--- src/rtl/core/gps_pkg.sv ---
// ----------------------------------------------------------------------------
// gps_pkg
// Shared constants, register codes and pipeline latencies of the polar sampler.
// ----------------------------------------------------------------------------
`default_nettype none

package gps_pkg;

  typedef enum logic [1:0] {
    REG_MEAN   = 2'd0,
    REG_SPREAD = 2'd1,
    REG_MODE   = 2'd2
  } gps_reg_t;

  // 2 ln2 and ln2 in Q.24
  localparam logic [24:0] TWO_LN2_Q24 = 25'd23258160;
  localparam logic [23:0] LN2_Q24     = 24'd11629080;

  // floor(2^32 / k) for the series divisors
  localparam logic [32:0] RECIP [1:12] = '{
    33'd4294967296, 33'd2147483648, 33'd1431655765, 33'd1073741824,
    33'd858993459,  33'd715827882,  33'd613566756,  33'd536870912,
    33'd477218588,  33'd429496729,  33'd390451572,  33'd357913941
  };

  localparam int LOG_LAT  = 41;
  localparam int DIV_LAT  = 31;
  localparam int SQRT_LAT = 32;
  localparam int EXP_LAT  = 45;
  localparam int BR_LAT   = LOG_LAT + SQRT_LAT;
  localparam int QDLY     = LOG_LAT - DIV_LAT;

endpackage

`default_nettype wire

--- src/rtl/core/gps_sqrt.sv ---
// ----------------------------------------------------------------------------
// gps_sqrt
// Pipelined floor square root of a 64-bit value, one root bit per stage.
// ----------------------------------------------------------------------------
`default_nettype none

module gps_sqrt
  import gps_pkg::*;
(
  input  wire logic        clk,
  input  wire logic        en,
  input  wire logic [63:0] radicand,
  output logic      [31:0] root
);

  logic [32:0] sr [0:32];
  logic [31:0] sq [0:32];
  logic [63:0] sd [0:32];

  assign sr[0] = '0;
  assign sq[0] = '0;
  assign sd[0] = radicand;

  for (genvar i = 1; i <= 32; i++) begin : g_step
    logic [34:0] rt;
    logic [34:0] tr;
    assign rt = {sr[i-1], sd[i-1][63:62]};
    assign tr = {1'b0, sq[i-1], 2'b01};
    always_ff @(posedge clk) begin
      if (en) begin
        sd[i] <= {sd[i-1][61:0], 2'b00};
        if (rt >= tr) begin
          sr[i] <= 33'(rt - tr);
          sq[i] <= {sq[i-1][30:0], 1'b1};
        end else begin
          sr[i] <= rt[32:0];
          sq[i] <= {sq[i-1][30:0], 1'b0};
        end
      end
    end
  end

  assign root = sq[32];

endmodule

`default_nettype wire

--- config.mk ---
export PLATFORM = sky130hd
export DESIGN_NAME = gps_sqrt
export DESIGN_NICKNAME = d
export VERILOG_FILES = /design/src/rtl/core/gps_pkg.sv /design/src/rtl/core/gps_sqrt.sv
export SDC_FILE = /design/constraint.sdc
export NUM_CORES = 2
export LEC_CHECK = 0
export CORE_MARGIN = 10
export CORE_UTILIZATION = 58
export DETAILED_ROUTE_END_ITERATION = 12
export DONT_BUFFER_PORTS = 1
export GPL_TIMING_DRIVEN = 0
export PLACE_DENSITY = 0.76
export SLEW_MARGIN = 15
export SYNTH_ARGS = -nofsm -noshare
export SYNTH_HDL_FRONTEND = slang
export SYNTH_SLANG_ARGS = --single-unit
--- constraint.sdc ---
create_clock -name clk -period 3.6 [get_ports clk]
set_input_delay 0.72 -clock clk [delete_from_list [all_inputs] [get_ports clk]]
set_output_delay 0.72 -clock clk [all_outputs]
set_load 0.01 [all_outputs]
==> flow_metrics.py <==
metrics = {
    "status": {
        "status": "finished clean",
    },
    "power_and_ir_drop": {
        "powerDensity_nw_per_um2": 648,
        "power_switching_mw": 23.8,
        "clkPwrFrac": 0.324,
        "p_seq_frac": 0.463,
        "p_leak_nw": 49.6,
        "comb_power_share": 0.213,
        "internal_power_mw": 60.6,
        "p_sw_frac": 0.282,
        "ir_drop_mv": 0.519,
        "finalPower_mw": 84.5,
    },
    "clock_network": {
        "cts_buffer_depth": 4,
        "worst_skew_pair.late_latency_ns": 0.91,
        "numCtsBuffers": 279,
        "cts_root_buf": "clkbuf_16",
        "cts_htree_levels": 5,
        "clk_pin_slew_ns": 0.06,
        "cts_tree": "built",
        "cts_sinks": 2481,
    },
    "setup_path": {
        "critPathTopFamily": "compound AO/OA/AOI/OAI gates",
        "cp_data_required_time_ns": 4.23,
        "max_stage_delay_ns": 0.51,
        "path_class": "flip-flop to flip-flop",
        "cp_max_fo": 10,
        "critPathBufInv": 2,
        "rrSetupSlack_ns": 0.09,
        "crit_path_start_kind": "flip-flop",
        "crit_path_top_delay_cell": "or3b_2",
        "path_cells": "ha_4, o21a_1, or4_1, a41oi_2, o211a_1, or3b_2, a211oi_4, a21oi_2, buf_4, clkbuf_2, nand2_1, o21ai_0",
        "critPathArrivalTime_ns": 4.15,
        "end_kind": "flip-flop",
    },
    "run": {
        "max_cap_violations": 0,
    },
    "placed_design": {
        "gp_congestion": 0.902,
        "dp_hpwl_um": 172000,
        "io_buffers": 0,
        "place_ws_ns": -1.11,
        "placed_cell_area_um2": 120000,
    },
    "global_route": {
        "grt_usage": 0.218,
        "grt_pass1_wl_um": 381000,
        "overflow": 0,
        "first_global_vias": 69600,
        "grt_max_degree": 205,
        "antenna_found_initial": 2,
    },
    "finish": {
        "drive_gt1_frac": 0.0812,
        "nFillCells": 14400,
        "final_util": 0.654,
        "area_growth_syn_to_layout_pct": 12.4,
        "fin_area_um2": 130000,
        "nets": 10000,
    },
    "die": {
        "die_area_um2": 218000,
        "start_util": 0.582,
        "dieHeight_um": 467,
        "ios": 98,
        "die_w_um": 467,
        "num_rows": 164,
        "core_area_um2": 199000,
    },
    "logic_synthesis": {
        "async_flop_share": 0,
        "synthCells": 9008,
        "synth_seq_cells": 2481,
        "synth_top_area_share": 0.642,
        "syn_area_um2": 116000,
        "yosysWarningCount": 0,
        "ys_seq_area_frac": 0.642,
        "ys_types": 88,
        "synth-edff-count": 2481,
        "syn_nets": 9638,
        "synth_ff_type": "edfxtp_1",
        "synth_area_leaders": "edfxtp_1 64%, ha_1 6.1%, xnor2_1 3.3%",
        "yosys.area.top_type": "edfxtp_1",
        "synth_area_per_cell_um2": 12.9,
    },
    "timing": {
        "slew-limit-headroom": 0.193,
        "fin_ws_ns": 0.0851,
        "slew_viol_final": 0,
        "hold_violations": 0,
        "fin_tns_setup_ns": 0,
        "timing.final.crit_share": 0.976,
        "clock.fmax_mhz": 285,
        "finalSetupViolCount": 0,
        "skew_ns": 0.0454,
        "worst_pin_slew_ns": 1.21,
        "rsz0062_at_grt": "yes",
        "fin_crit_ns": 3.51,
    },
    "drt": {
        "drcViolationCount": 0,
        "vias_per_cell": 5.78,
        "wl_um": 244000,
        "ant_nets": 0,
        "routedWlPerCell_um": 19.9,
        "dr.pass1.iters": 6,
        "drt-initial-drc-count": 6132,
        "vias": 70800,
    },
    "hold_path": {
        "holdCritPathClass": "primary input to flip-flop",
    },
}
-- through the flow --
stage | hold WS (ns) | cells
5_1_grt | 0.257 | 12200
4_1_cts | 0.215 | 12200
2_1_floorplan | 0.400 | 9008
6_report | 0.260 | 12200
3_3_place_gp | 0.400 | 11700
3_5_place_dp | 0.405 | 11700
-- cell usage after synthesis, drive strengths merged (14+ instances only) --
cell	instances
xnor2	432
nand3b	21
nor3	232
o21bai	55
clkbuf	158
a21boi	29
edfxtp	2481
nand2b	96
nor3b	25
o211ai	50
o21a	102
or3	108
or4	65
or2	40
nand2	573
mux2i	16
nor2	596
a211oi	36
and3	58
xor2	374
o31a	16
o21ai	458
buf	20
mux2	76
and2	36
nand3	134
a31oi	40
a21o	249
o2111ai	14
nand4b	15
a21oi	605
ha	564
nor2b	81
nor4	110
inv	695
o31ai	53
nand4	112
nor4b	17
-- worst reg2reg max path: stages, from the launching register on --
cell      delay (ns)
edfxtp_1        0.48
ha_4            0.35
o21a_1          0.16
or4_1           0.15
a41oi_2         0.17
o211a_1         0.31
or3b_2          0.51
a211oi_4        0.31
a21oi_2         0.13
buf_4           0.21
clkbuf_2        0.23
nand2_1         0.11
o21ai_0         0.11
-- power groups by stage --
stage,logic [mW],registers (mW),clock network (mW)
after floorplan,13.0,38.5,0
after global placement,16.5,39.6,0
after detailed placement,17.3,39.6,0
after CTS,17.7,39.1,28.0
after global routing,20.0,39.5,29.1
final,18.0,39.1,27.4
-- cell type report --
class / count / area [um^2] / area share
multi-input cells: 5652 / 39000 / 0.299
plain buffers: 160 / 783 / 0.00601
repair buffers: 122 / 1380 / 0.0106
well taps: 2656 / 3320 / 0.0255
clock inverters: 132 / 1370 / 0.0105
inverters: 697 / 2620 / 0.0201
diodes: 5 / 12.5 / 0.0000960
flip-flops and latches: 2481 / 74500 / 0.571
clock buffers: 343 / 7410 / 0.0569
-- cells by family (layout without fill, tap and decap cells) --
logic type	Yosys count	count (layout)	share of synthesized area
muxes	92	92	0.00879
and+or+nand+nor	2351	2351	0.101
xor gates and xnor gates	806	806	0.0609
DFF	2481	2481	0.642
buffers and inverters	875	1454	0.0285
AOI/OAI and AO/OA	1838	1838	0.0978
other	1	6	0.0000323
adders and majority gates	564	564	0.0608
-- sequential cells by signal, summed over array words and instances, names as in the netlist --
| signal | count |
|---|---|
| g_step.rt | 1023 |
| g_step.tr | 496 |
| root | 32 |
| sd | 930 |
-- cell usage in the layout (no fill, tap or decap), types with 30 or more instances in the layout --
cell type,n
xor2_1,374
nor2_1,593
a211oi_1,30
dlygate4sd3_1,65
inv_1,693
and3_1,55
clkbuf_1,144
o211ai_1,50
nand2b_1,96
ha_1,557
o21a_1,101
clkinv_1,48
nor3_1,221
buf_4,49
nand2_1,573
a21o_1,249
nor4_1,89
o31ai_1,46
nor2b_1,80
a21oi_1,588
o21bai_1,55
xnor2_1,432
or4_1,60
clkbuf_2,32
and2_1,36
clkbuf_16,289
nand4_1,112
o21ai_0,434
nand3_1,130
mux2_2,75
edfxtp_1,2481
clkinv_2,37
or2_2,39
or3_1,108
a31oi_1,37
-- final timing paths --
kind	from	end	depth (start not counted)
setup / recovery	g_step[21].rt[2]	g_step[22].rt[13]	12
hold / removal	en	sd[1986]	1
setup reg to reg	g_step[21].rt[2]	g_step[22].rt[13]	12
hold reg to reg	sd[1883]	sd[1821]	0
-- metal layers --
metal | vias to the layer above | track usage | part of all wire | routed length, um
li1 | 34100 | - | - | -
met5 | - | 0 | 0 | 0
met1 | 34200 | 0.285 | 0.42 | 103000
met3 | 563 | 0.0278 | 0.043 | 10400
met2 | 1910 | 0.376 | 0.50 | 121000
met4 | 0 | 0.0766 | 0.036 | 8890
-- what timing repair did --
item                                    in CTS  in global routing
endpoints found under the setup margin     467                657
endpoints found under the hold margin      157                  0
pin swaps                                   10                 27
gates cloned                                 0                  1
buffers inserted                            10                 32
hold buffers                                66                  0
gates resized for setup                    135                159
Power figures use the tool's default switching activity.
